File: src/rtl/hsl_to_rgb_pixel_assert.svh
// ----------------------------------------------------------------------------
// hsl_to_rgb_pixel_assert.svh
// Assertion macros for the HSL to RGB pixel converter. In synthesis builds
// the macros expand to nothing.
// ----------------------------------------------------------------------------
`ifndef HSL_TO_RGB_PIXEL_ASSERT_SVH
`define HSL_TO_RGB_PIXEL_ASSERT_SVH

`ifndef SYNTHESIS
// Checked on every rising edge of aclk, switched off while aresetn is low.
`define HSL_ASSERT(label, prop) \
    label: assert property (@(posedge aclk) disable iff (!aresetn) (prop)) \
        else $error("hsl_to_rgb_pixel: assertion failed");
// Checked on every rising edge of aclk, reset included.
`define HSL_ASSERT_RST(label, prop) \
    label: assert property (@(posedge aclk) (prop)) \
        else $error("hsl_to_rgb_pixel: reset assertion failed");
`else
`define HSL_ASSERT(label, prop)
`define HSL_ASSERT_RST(label, prop)
`endif

`endif

File: src/rtl/hsl2rgb_pkg.sv
// ----------------------------------------------------------------------------
// hsl2rgb_pkg
// Shared widths, sector codes and payload types of the HSL to RGB converter.
// ----------------------------------------------------------------------------
`default_nettype none

package hsl2rgb_pkg;

    localparam int HUE_W        = 11;
    localparam int CH_W         = 8;
    localparam int NUM_W        = 18;
    localparam int FRONT_STAGES = 4;
    localparam int DIV_STAGES   = 2;
    localparam int NUM_STAGES   = FRONT_STAGES + DIV_STAGES;

    // Hue sectors of 60 degrees each; codes six and seven share the last one.
    localparam logic [2:0] SEC_RED_YELLOW    = 3'd0;
    localparam logic [2:0] SEC_YELLOW_GREEN  = 3'd1;
    localparam logic [2:0] SEC_GREEN_CYAN    = 3'd2;
    localparam logic [2:0] SEC_CYAN_BLUE     = 3'd3;
    localparam logic [2:0] SEC_BLUE_MAGENTA  = 3'd4;

    // Per-channel numerators; each channel is numerator / 510.
    typedef struct packed {
        logic [NUM_W-1:0] red;
        logic [NUM_W-1:0] green;
        logic [NUM_W-1:0] blue;
    } chan_num_t;

    typedef struct packed {
        logic [CH_W-1:0] red;
        logic [CH_W-1:0] green;
        logic [CH_W-1:0] blue;
    } rgb_t;

endpackage

`default_nettype wire

File: src/rtl/hsl2rgb_front.sv
// ----------------------------------------------------------------------------
// hsl2rgb_front
// First four pipeline stages: chroma factor, a*s product, the X product and
// the sector placement into three channel numerators.
// ----------------------------------------------------------------------------
`default_nettype none

module hsl2rgb_front
    import hsl2rgb_pkg::*;
(
    input  wire logic                    aclk,
    input  wire logic [FRONT_STAGES-1:0] en,
    input  wire logic [HUE_W-1:0]        hue,
    input  wire logic [CH_W-1:0]         saturation,
    input  wire logic [CH_W-1:0]         lightness,
    output chan_num_t                    num
);

    // Stage 0: a = 255 - |2l - 255| and the sector fraction t.
    logic [8:0] twol;
    logic [7:0] lum_dev;
    logic [7:0] a_next;
    logic [8:0] t_next;
    logic [7:0] a0_reg, s0_reg, l0_reg;
    logic [8:0] t0_reg;
    logic [2:0] sec0_reg;

    always_comb begin
        twol    = {lightness, 1'b0};
        lum_dev = (twol >= 9'd255) ? 8'(twol - 9'd255) : 8'(9'd255 - twol);
        a_next  = 8'd255 - lum_dev;
        t_next  = hue[8] ? (9'd256 - {1'b0, hue[7:0]}) : {1'b0, hue[7:0]};
    end

    always_ff @(posedge aclk) begin
        if (en[0]) begin
            a0_reg   <= a_next;
            s0_reg   <= saturation;
            l0_reg   <= lightness;
            t0_reg   <= t_next;
            sec0_reg <= hue[10:8];
        end
    end

    // Stage 1: as = a*s, and 510*l by shift and subtract.
    logic [15:0] as1_next;
    logic [16:0] l510_next;
    logic [15:0] as1_reg;
    logic [16:0] l510_1_reg;
    logic [8:0]  t1_reg;
    logic [2:0]  sec1_reg;

    assign as1_next  = 16'(a0_reg) * 16'(s0_reg);
    assign l510_next = {l0_reg, 9'b0} - 17'({l0_reg, 1'b0});

    always_ff @(posedge aclk) begin
        if (en[1]) begin
            as1_reg    <= as1_next;
            l510_1_reg <= l510_next;
            t1_reg     <= t0_reg;
            sec1_reg   <= sec0_reg;
        end
    end

    // Stage 2: as*t for X, plus the chroma and zero numerators.
    logic [24:0]      ast2_next;
    logic [NUM_W-1:0] basec_next, basez_next;
    logic [24:0]      ast2_reg;
    logic [NUM_W-1:0] basec2_reg, basez2_reg;
    logic [2:0]       sec2_reg;

    assign ast2_next  = 25'(as1_reg) * 25'(t1_reg);
    assign basec_next = NUM_W'(as1_reg) + NUM_W'(l510_1_reg);
    assign basez_next = NUM_W'(l510_1_reg) - NUM_W'(as1_reg);

    always_ff @(posedge aclk) begin
        if (en[2]) begin
            ast2_reg   <= ast2_next;
            basec2_reg <= basec_next;
            basez2_reg <= basez_next;
            sec2_reg   <= sec1_reg;
        end
    end

    // Stage 3: X numerator and placement by sector.
    logic [NUM_W-1:0] basex;
    chan_num_t        num_next;
    chan_num_t        num_reg;

    always_comb begin
        basex = ast2_reg[24:7] + basez2_reg;
        case (sec2_reg)
            SEC_RED_YELLOW: begin
                num_next = '{red: basec2_reg, green: basex, blue: basez2_reg};
            end
            SEC_YELLOW_GREEN: begin
                num_next = '{red: basex, green: basec2_reg, blue: basez2_reg};
            end
            SEC_GREEN_CYAN: begin
                num_next = '{red: basez2_reg, green: basec2_reg, blue: basex};
            end
            SEC_CYAN_BLUE: begin
                num_next = '{red: basez2_reg, green: basex, blue: basec2_reg};
            end
            SEC_BLUE_MAGENTA: begin
                num_next = '{red: basex, green: basez2_reg, blue: basec2_reg};
            end
            default: begin
                num_next = '{red: basec2_reg, green: basez2_reg, blue: basex};
            end
        endcase
    end

    always_ff @(posedge aclk) begin
        if (en[3]) begin
            num_reg <= num_next;
        end
    end

    assign num = num_reg;

endmodule

`default_nettype wire

File: src/rtl/hsl2rgb_div510.sv
// ----------------------------------------------------------------------------
// hsl2rgb_div510
// Two-stage divide by 510: a reciprocal estimate by 257/65536 on n/2, then
// one compare and subtract that corrects the estimate.
// ----------------------------------------------------------------------------
`default_nettype none

module hsl2rgb_div510
    import hsl2rgb_pkg::*;
(
    input  wire logic                  aclk,
    input  wire logic [DIV_STAGES-1:0] en,
    input  wire logic [NUM_W-1:0]      num,
    output logic [CH_W-1:0]            quo
);

    // The estimate is the true quotient or one below it.
    logic [NUM_W-2:0] y_next;
    logic [25:0]      prod;
    logic [NUM_W-2:0] y_reg;
    logic [9:0]       q0_reg;

    assign y_next = num[NUM_W-1:1];
    assign prod   = 26'({y_next, 8'b0}) + 26'(y_next);

    always_ff @(posedge aclk) begin
        if (en[0]) begin
            y_reg  <= y_next;
            q0_reg <= prod[25:16];
        end
    end

    logic [NUM_W-1:0] q0x255;
    logic [NUM_W-1:0] rem;
    logic [9:0]       q_next;
    logic [CH_W-1:0]  quo_reg;

    always_comb begin
        q0x255 = {q0_reg, 8'b0} - NUM_W'(q0_reg);
        rem    = NUM_W'(y_reg) - q0x255;
        q_next = (rem >= NUM_W'(255)) ? (q0_reg + 10'd1) : q0_reg;
    end

    always_ff @(posedge aclk) begin
        if (en[1]) begin
            quo_reg <= q_next[CH_W-1:0];
        end
    end

    assign quo = quo_reg;

endmodule

`default_nettype wire

File: src/rtl/hsl2rgb_skid.sv
// ----------------------------------------------------------------------------
// hsl2rgb_skid
// Output register with a one-word skid stage, so that the ready toward the
// pipeline comes straight from a flip-flop.
// ----------------------------------------------------------------------------
`default_nettype none

module hsl2rgb_skid
    import hsl2rgb_pkg::*;
(
    input  wire logic aclk,
    input  wire logic aresetn,
    input  wire logic in_valid,
    output logic      in_ready,
    input  wire rgb_t in_data,
    output logic      out_valid,
    input  wire logic out_ready,
    output rgb_t      out_data
);

    logic out_valid_reg, out_valid_next;
    logic skid_valid_reg, skid_valid_next;
    rgb_t out_data_reg, out_data_next;
    rgb_t skid_data_reg, skid_data_next;

    always_comb begin
        out_valid_next  = out_valid_reg;
        out_data_next   = out_data_reg;
        skid_valid_next = skid_valid_reg;
        skid_data_next  = skid_data_reg;
        if (!out_valid_reg || out_ready) begin
            if (skid_valid_reg) begin
                out_valid_next  = 1'b1;
                out_data_next   = skid_data_reg;
                skid_valid_next = 1'b0;
            end else begin
                out_valid_next = in_valid;
                out_data_next  = in_data;
            end
        end else if (in_valid && !skid_valid_reg) begin
            skid_valid_next = 1'b1;
            skid_data_next  = in_data;
        end
    end

    always_ff @(posedge aclk) begin
        if (!aresetn) begin
            out_valid_reg  <= 1'b0;
            skid_valid_reg <= 1'b0;
        end else begin
            out_valid_reg  <= out_valid_next;
            skid_valid_reg <= skid_valid_next;
        end
    end

    always_ff @(posedge aclk) begin
        out_data_reg  <= out_data_next;
        skid_data_reg <= skid_data_next;
    end

    assign in_ready  = !skid_valid_reg;
    assign out_valid = out_valid_reg;
    assign out_data  = out_data_reg;

endmodule

`default_nettype wire

File: src/rtl/hsl_to_rgb_pixel.sv
// ----------------------------------------------------------------------------
// hsl_to_rgb_pixel
// Converts one HSL pixel word to 8-bit RGB in exact fixed point.
// ----------------------------------------------------------------------------
//
//   Channel   Ports                                     Direction
//   input     s_valid s_ready s_hue s_saturation        in
//             s_lightness
//   result    m_valid m_ready m_red m_green m_blue      out
//
// The block takes one word per clock while the output is not stalled, and
// passes it through six pipeline stages (chroma factor, two multiplies,
// placement, two-stage divide by 510) and then the output register. The
// chain of stage enables lets bubbles close up.
// Reset clears only the valid bits; data registers keep whatever they hold.
// On a stall every stage holds its word; the skid stage catches the one word
// in flight, so s_ready is never a combinational function of m_ready.
//
// Math: with a = 255 - |2l - 255| and t the fraction within the sector
// (mirrored in odd sectors), every channel is floor(n / 510), where n is
// a*s + 510*l for the chroma channel, 510*l - a*s for the zero channel and
// floor(a*s*t / 128) + 510*l - a*s for the X channel.
//
`default_nettype none

module hsl_to_rgb_pixel
    import hsl2rgb_pkg::*;
(
    input  wire logic             aclk,
    input  wire logic             aresetn,
    input  wire logic             s_valid,
    output logic                  s_ready,
    input  wire logic [HUE_W-1:0] s_hue,
    input  wire logic [CH_W-1:0]  s_saturation,
    input  wire logic [CH_W-1:0]  s_lightness,
    output logic                  m_valid,
    input  wire logic             m_ready,
    output logic [CH_W-1:0]       m_red,
    output logic [CH_W-1:0]       m_green,
    output logic [CH_W-1:0]       m_blue
);

`include "hsl_to_rgb_pixel_assert.svh"

    // One valid bit per stage travels with the word in that stage.
    logic [NUM_STAGES-1:0] valid_reg, valid_next;
    logic [NUM_STAGES-1:0] valid_in;
    logic [NUM_STAGES-1:0] en;
    logic                  skid_ready;

    // A stage loads when it is empty or when the stage after it loads.
    always_comb begin
        en[NUM_STAGES-1] = !valid_reg[NUM_STAGES-1] || skid_ready;
        for (int k = NUM_STAGES - 2; k >= 0; k--) begin
            en[k] = !valid_reg[k] || en[k+1];
        end
    end

    assign valid_in   = {valid_reg[NUM_STAGES-2:0], s_valid};
    assign valid_next = (en & valid_in) | (~en & valid_reg);

    always_ff @(posedge aclk) begin
        if (!aresetn) begin
            valid_reg <= '0;
        end else begin
            valid_reg <= valid_next;
        end
    end

    assign s_ready = en[0];

    // Datapath.
    chan_num_t       num;
    logic [CH_W-1:0] pix_red, pix_green, pix_blue;
    rgb_t            pix;
    rgb_t            out_pix;

    hsl2rgb_front u_front (
        .aclk       (aclk),
        .en         (en[FRONT_STAGES-1:0]),
        .hue        (s_hue),
        .saturation (s_saturation),
        .lightness  (s_lightness),
        .num        (num)
    );

    hsl2rgb_div510 u_div_red (
        .aclk (aclk),
        .en   (en[NUM_STAGES-1:FRONT_STAGES]),
        .num  (num.red),
        .quo  (pix_red)
    );

    hsl2rgb_div510 u_div_green (
        .aclk (aclk),
        .en   (en[NUM_STAGES-1:FRONT_STAGES]),
        .num  (num.green),
        .quo  (pix_green)
    );

    hsl2rgb_div510 u_div_blue (
        .aclk (aclk),
        .en   (en[NUM_STAGES-1:FRONT_STAGES]),
        .num  (num.blue),
        .quo  (pix_blue)
    );

    assign pix = '{red: pix_red, green: pix_green, blue: pix_blue};

    // Output register and skid stage.
    hsl2rgb_skid u_skid (
        .aclk      (aclk),
        .aresetn   (aresetn),
        .in_valid  (valid_reg[NUM_STAGES-1]),
        .in_ready  (skid_ready),
        .in_data   (pix),
        .out_valid (m_valid),
        .out_ready (m_ready),
        .out_data  (out_pix)
    );

    assign m_red   = out_pix.red;
    assign m_green = out_pix.green;
    assign m_blue  = out_pix.blue;

    // The input side can only stall when every stage holds a word and the
    // skid stage is full.
    `HSL_ASSERT(a_stall_only_when_full, !s_ready |-> ((&valid_reg) && !skid_ready))
    // A word sits in the skid stage only behind a word shown at the output.
    `HSL_ASSERT(a_skid_behind_output, !skid_ready |-> m_valid)
    // Reset empties the pipeline and the output.
    `HSL_ASSERT_RST(a_reset_empties, !aresetn |=> (!m_valid && (valid_reg == '0)))

endmodule

`default_nettype wire

File: config.mk
export PLATFORM = sky130hd
export DESIGN_NAME = hsl_to_rgb_pixel
export DESIGN_NICKNAME = d
export VERILOG_FILES = /design/src/rtl/hsl2rgb_pkg.sv /design/src/rtl/hsl2rgb_front.sv /design/src/rtl/hsl2rgb_div510.sv /design/src/rtl/hsl2rgb_skid.sv /design/src/rtl/hsl_to_rgb_pixel.sv
export VERILOG_INCLUDE_DIRS = /design/src /design/src/rtl
export SDC_FILE = /design/constraint.sdc
export NUM_CORES = 1
export LEC_CHECK = 0
export BUFFER_PORTS_ARGS = -buffer_cell sky130_fd_sc_hd__buf_2
export CAP_MARGIN = 20
export CELL_PAD_IN_SITES_DETAIL_PLACEMENT = 0
export CELL_PAD_IN_SITES_GLOBAL_PLACEMENT = 1
export CORE_AREA = 2 2 229 231
export DETAILED_ROUTE_END_ITERATION = 16
export DIE_AREA = 0 0 231 233
export PLACE_DENSITY = 0.84
export SETUP_SLACK_MARGIN = 0.1
export SLEW_MARGIN = 20
export SYNTH_ARGS = -nofsm -noshare
export SYNTH_HDL_FRONTEND = slang
export SYNTH_HIERARCHICAL = 1
export SYNTH_SLANG_ARGS = --single-unit
File: constraint.sdc
create_clock -name aclk -period 6.5 [get_ports aclk]
set_input_delay 1.3 -clock aclk [delete_from_list [all_inputs] [get_ports aclk]]
set_output_delay 1.3 -clock aclk [all_outputs]
set_load 0.01 [all_outputs]
* Yosys cells after proc, flatten, opt, wreduce, memory -nomap -nowiden
Index checks and enable logic that the tools add are counted.
** Cells by class
- Add/sub/neg operators :: 20
- $mul :: 2
- Order comparisons :: 4
- Eq/ne operators :: 4
- Muxes and demuxes :: 8
- Bitwise logic cells :: 6
- Reduce and logical (&&, ||, !) cells :: 19
** Operator list (count)
- $pmux 54 s5 :: 1
- $add 25x17->26 :: 3
- $ge 18x8->1 const B :: 3
- $sub 17x18->18 :: 3
- $sub 18x10->18 :: 3
- $mux 8 :: 5
- $mul 16x9->25 :: 1
- $add 8x1->8 const B :: 3
- $mux 24 :: 1
- $add 16x17->18 :: 1
- $add 18x18->18 :: 1
- $sub 17x16->18 :: 1
- $sub 17x9->17 :: 1
- $mul 8x8->16 :: 1
- $sub 8x8->8 const A :: 2
- $and 6x6->6 :: 2
- $ge 9x8->1 const B :: 1
- $sub 9x8->9 const A :: 1
- $logic_not 1->1 :: 8
- $sub 8x8->8 const B :: 1
- $logic_or 1x1->1 :: 7
- $eq 3x2->1 const B :: 2
- $not 6->6 :: 1
- $or 6x6->6 :: 1
- other kinds (8) :: 9
** Word-level totals
- Bits in registers :: 360
- Bits of input ports :: 31
- Output and inout port bits :: 26
- Logic and storage cells :: 98

* Logic depth before layout (Yosys ltp)
- Word-level depth :: 10
- Gate-level depth with buffers :: 19
- Gate-level depth less buffers :: 17

* Hierarchy
Netlist, hierarchy kept.
** Modules (own cells, without submodules)
- hsl2rgb_front :: instances 1, cells each 1480, area each 15388.5 um^2, seq. area each 5585.4 um^2
- hsl2rgb_div510 (u_div_green ...) :: instances 2, cells each 284, area each 2910.3 um^2, seq. area each 1051.0 um^2
- hsl2rgb_div510 (u_div_blue) :: instances 1, cells each 309, area each 3004.1 um^2, seq. area each 1051.0 um^2
- hsl2rgb_skid :: instances 1, cells each 83, area each 1910.6 um^2, seq. area each 1481.4 um^2
- hsl_to_rgb_pixel :: instances 1, cells each 28, area each 251.5 um^2, seq. area each 120.1 um^2

* Worst setup path after synthesis
Ideal clock, no wire load.
- Path type :: register -> register
- From :: reg u_front.t1_reg[2]
- To :: reg u_front.ast2_reg[22], data pin
- Arrival time :: 4.741 ns
- Setup slack :: 1.624 ns
- Stages on the path, launching flop included :: 18
- Path buffers :: 1
- Period minus slack after synthesis :: 4.876 ns
- Path through :: edfxtp_1 clkbuf_1 nand2_1 fa_1 inv_1 fa_1 fa_1 inv_1 fa_1 inv_1 ha_1 a21o_1 a21oi_2 o21bai_1 a2111oi_4 a21oi_4 or4b_1 nand3_1
** Between the ends
- Longest elaborated chain between the ends :: 1
** RTL lines
- start: declaration :: line hsl2rgb_front.sv:50 : logic [8:0] t1_reg;
- start signal: assignment :: line hsl2rgb_front.sv:60 : t1_reg <= t0_reg;
- $mul 16x9->25 :: line hsl2rgb_front.sv:72 : assign ast2_next = 25'(as1_reg) * 25'(t1_reg);
- named net u_front.ast2_next[22] :: line hsl2rgb_front.sv:66 : logic [24:0] ast2_next;
- end signal: assignment :: line hsl2rgb_front.sv:78 : ast2_reg <= ast2_next;
- end: declaration :: line hsl2rgb_front.sv:68 : logic [24:0] ast2_reg;
The timed path passes the listed nets, and every way through them passes these cells.
A chain may end at the register's enable or synchronous reset.

* Final worst setup path
- From :: reg u_front.t1_reg[8]
- To :: reg u_front.ast2_reg[24], data pin
The elaborated chain is that of the path after synthesis.

==> run_results.csv <==
group,metric,value,unit
layout,syn2layout_area_growth,7.944,%
timing,max-slew-margin-rel,33.02,%
timing,min_period_over_period,82.57,%
outcome,outcome,"finished clean",
global_routing,grt_pass1_vias,17800,
clock_network,cts_sinks,343,
critical_path,end_kind,"flop",
drt,num_vias,17790,
worst_hold_path,hold_start,"u_front/t0_reg[8]",
global_routing,grt-ovfl-total,0,
floorplan,placementRows,83,
timing,fin_ws,1.133,ns
critical_path,reg2reg_setup_slack,1.13,ns
drt,drt-vias-per-instance,5.560,
job,cap_violations,0,
drt,drt-total-wl,56110,um
critical_path,critPathLaunch,"u_front/t1_reg[8]",
timing,tns,0,ns
drt,drt_iter0_drc,1192,
timing,worst_pin_slew,1.005,ns
layout,fin_nets,2897,
placed_design,numPortBuffers,56,
clock_network,clock_latency,0.57,ns
critical_path,start_kind,"flop",
synth,ys_warn_count,6,
drt,ant_nets,0,
synth,avgSynthCellArea,10.67,um^2
clock_network,numCtsBuffers,37,
worst_hold_path,min_path_type,"flop to flop",
layout,drive_gt1_share,9.607,%
synth,syn-cell-area,0.02623,mm^2
timing,clock_skew,0.01356,ns
placed_design,gp_congestion,0.8874,
synth,synth_cells,2458,
global_routing,antenna_found_initial,0,
clock_network,tritoncts,"built",
clock_network,postCtsHoldBufs,0,
clock_network,clk_pin_slew,0.06,ns
layout,stdcell_area,0.02831,mm^2
clock_network,clockBufferDepth,3,
clock_network,cts_max_level,2,
clock_network,post_cts_resized,0,
drt,drc,0,
floorplan,io_pins,57,
critical_path,worstPathRequired,6.81,ns
placed_design,dp_hpwl,44450,um
global_routing,grt_max_degree,82,
layout,antennaDiodeCount,0,
critical_path,crit_fanout,15,
drt,wire_per_inst,17.54,um
layout,final_util,55.41,%
timing,rsz0062_at_grt,"false",
synth,synth_nets,2862,
global_routing,grt_util_all_layers,21.24,%
floorplan,die_w,231,um
floorplan,start_util,51.33,%
floorplan,core-area,0.05109,mm^2
critical_path,critPathArrivalTime,5.68,ns
timing,finalHoldViolCount,0,
clock_network,cts_root_buffer,"clkbuf_16",
clock_network,postCtsSetupRepairBufs,0,
timing,max_freq,186.3,MHz
placed_design,place_worst_setup_slack,1.147,ns
timing,fin_crit,5.367,ns
placed_design,post_dp_cell_area,0.02709,mm^2
timing,setup_viol,0,
critical_path,r2r-start,"u_front/t1_reg[8]",
timing,slew_violations,0,
critical_path,crit_type,"flop to flop",
floorplan,die_area,0.05382,mm^2
global_routing,grt_pass1_wl,91330,um
drt,drtPass1Iterations,5,
layout,largest_reg_flops,51,
floorplan,die_y,233,um
## layout make-up
cell class                      count  area [um^2]
Fill cell                        4432        22780
Sequential cell                   343        10220
Timing Repair Buffer               67        372.9
Clock buffer                       44        952.2
Multi-Input combinational cell   1711        14420
Inverter                          333         1251
Tap cell                          680        850.8
Clock inverter                     21        246.5
## worst max-delay path: stages (launching register included)
cell and delay [ns]:
edfxtp_1 0.59, nand2_1 0.15, fa_1 0.52, fa_1 0.55
inv_1 0.06, fa_1 0.54, inv_1 0.06, fa_1 0.52
inv_1 0.04, ha_1 0.34, a21o_1 0.22, o31ai_1 0.55
a21oi_2 0.22, a21bo_2 0.26, a311oi_1 0.35, xnor2_1 0.11
## per-stage QoR
stage / hold WS (ns) / instances
finish: 0.4171 / 3199
global route: 0.4320 / 3199
CTS: 0.4185 / 3198
detailed placement: 0.4045 / 3133
global placement: 0.4015 / 3132
floorplan: 0.4003 / 2458
## worst paths after layout
path	to	cells past startpoint
setup / recovery	u_front/ast2_reg[24]	15
hold / removal	u_front/t1_reg[8]	0
setup reg to reg	u_front/ast2_reg[24]	15
hold reg to reg	u_front/t1_reg[8]	0
## layer usage
layer,part of all wire [%],track usage [%]
met1,43,26.65
met4,4.3,9.254
met3,4.0,2.831
met2,49,36.74
met5,0,0
## cell usage in the layout, fill, tap and decap left out, types with 11 or more instances in the layout
| master | count |
|---|---|
| a211oi_1 | 12 |
| a21o_1 | 33 |
| a21oi_1 | 121 |
| a31oi_1 | 16 |
| and2_1 | 113 |
| and3_1 | 22 |
| buf_2 | 57 |
| clkbuf_16 | 37 |
| edfxtp_1 | 335 |
| fa_1 | 129 |
| ha_1 | 244 |
| inv_1 | 330 |
| mux2_2 | 13 |
| mux2_4 | 18 |
| mux2i_1 | 24 |
| nand2_1 | 208 |
| nand2b_1 | 27 |
| nand3_1 | 40 |
| nand4_1 | 22 |
| nor2_1 | 107 |
| nor2b_1 | 24 |
| nor3_1 | 30 |
| o21a_1 | 20 |
| o21ai_0 | 80 |
| o22ai_1 | 15 |
| o31ai_1 | 11 |
| or2_2 | 13 |
| xnor2_1 | 96 |
| xor2_1 | 43 |
Power is not shown: default switching activity piles up to over one toggle a cycle in this logic, so the estimate is an artifact.
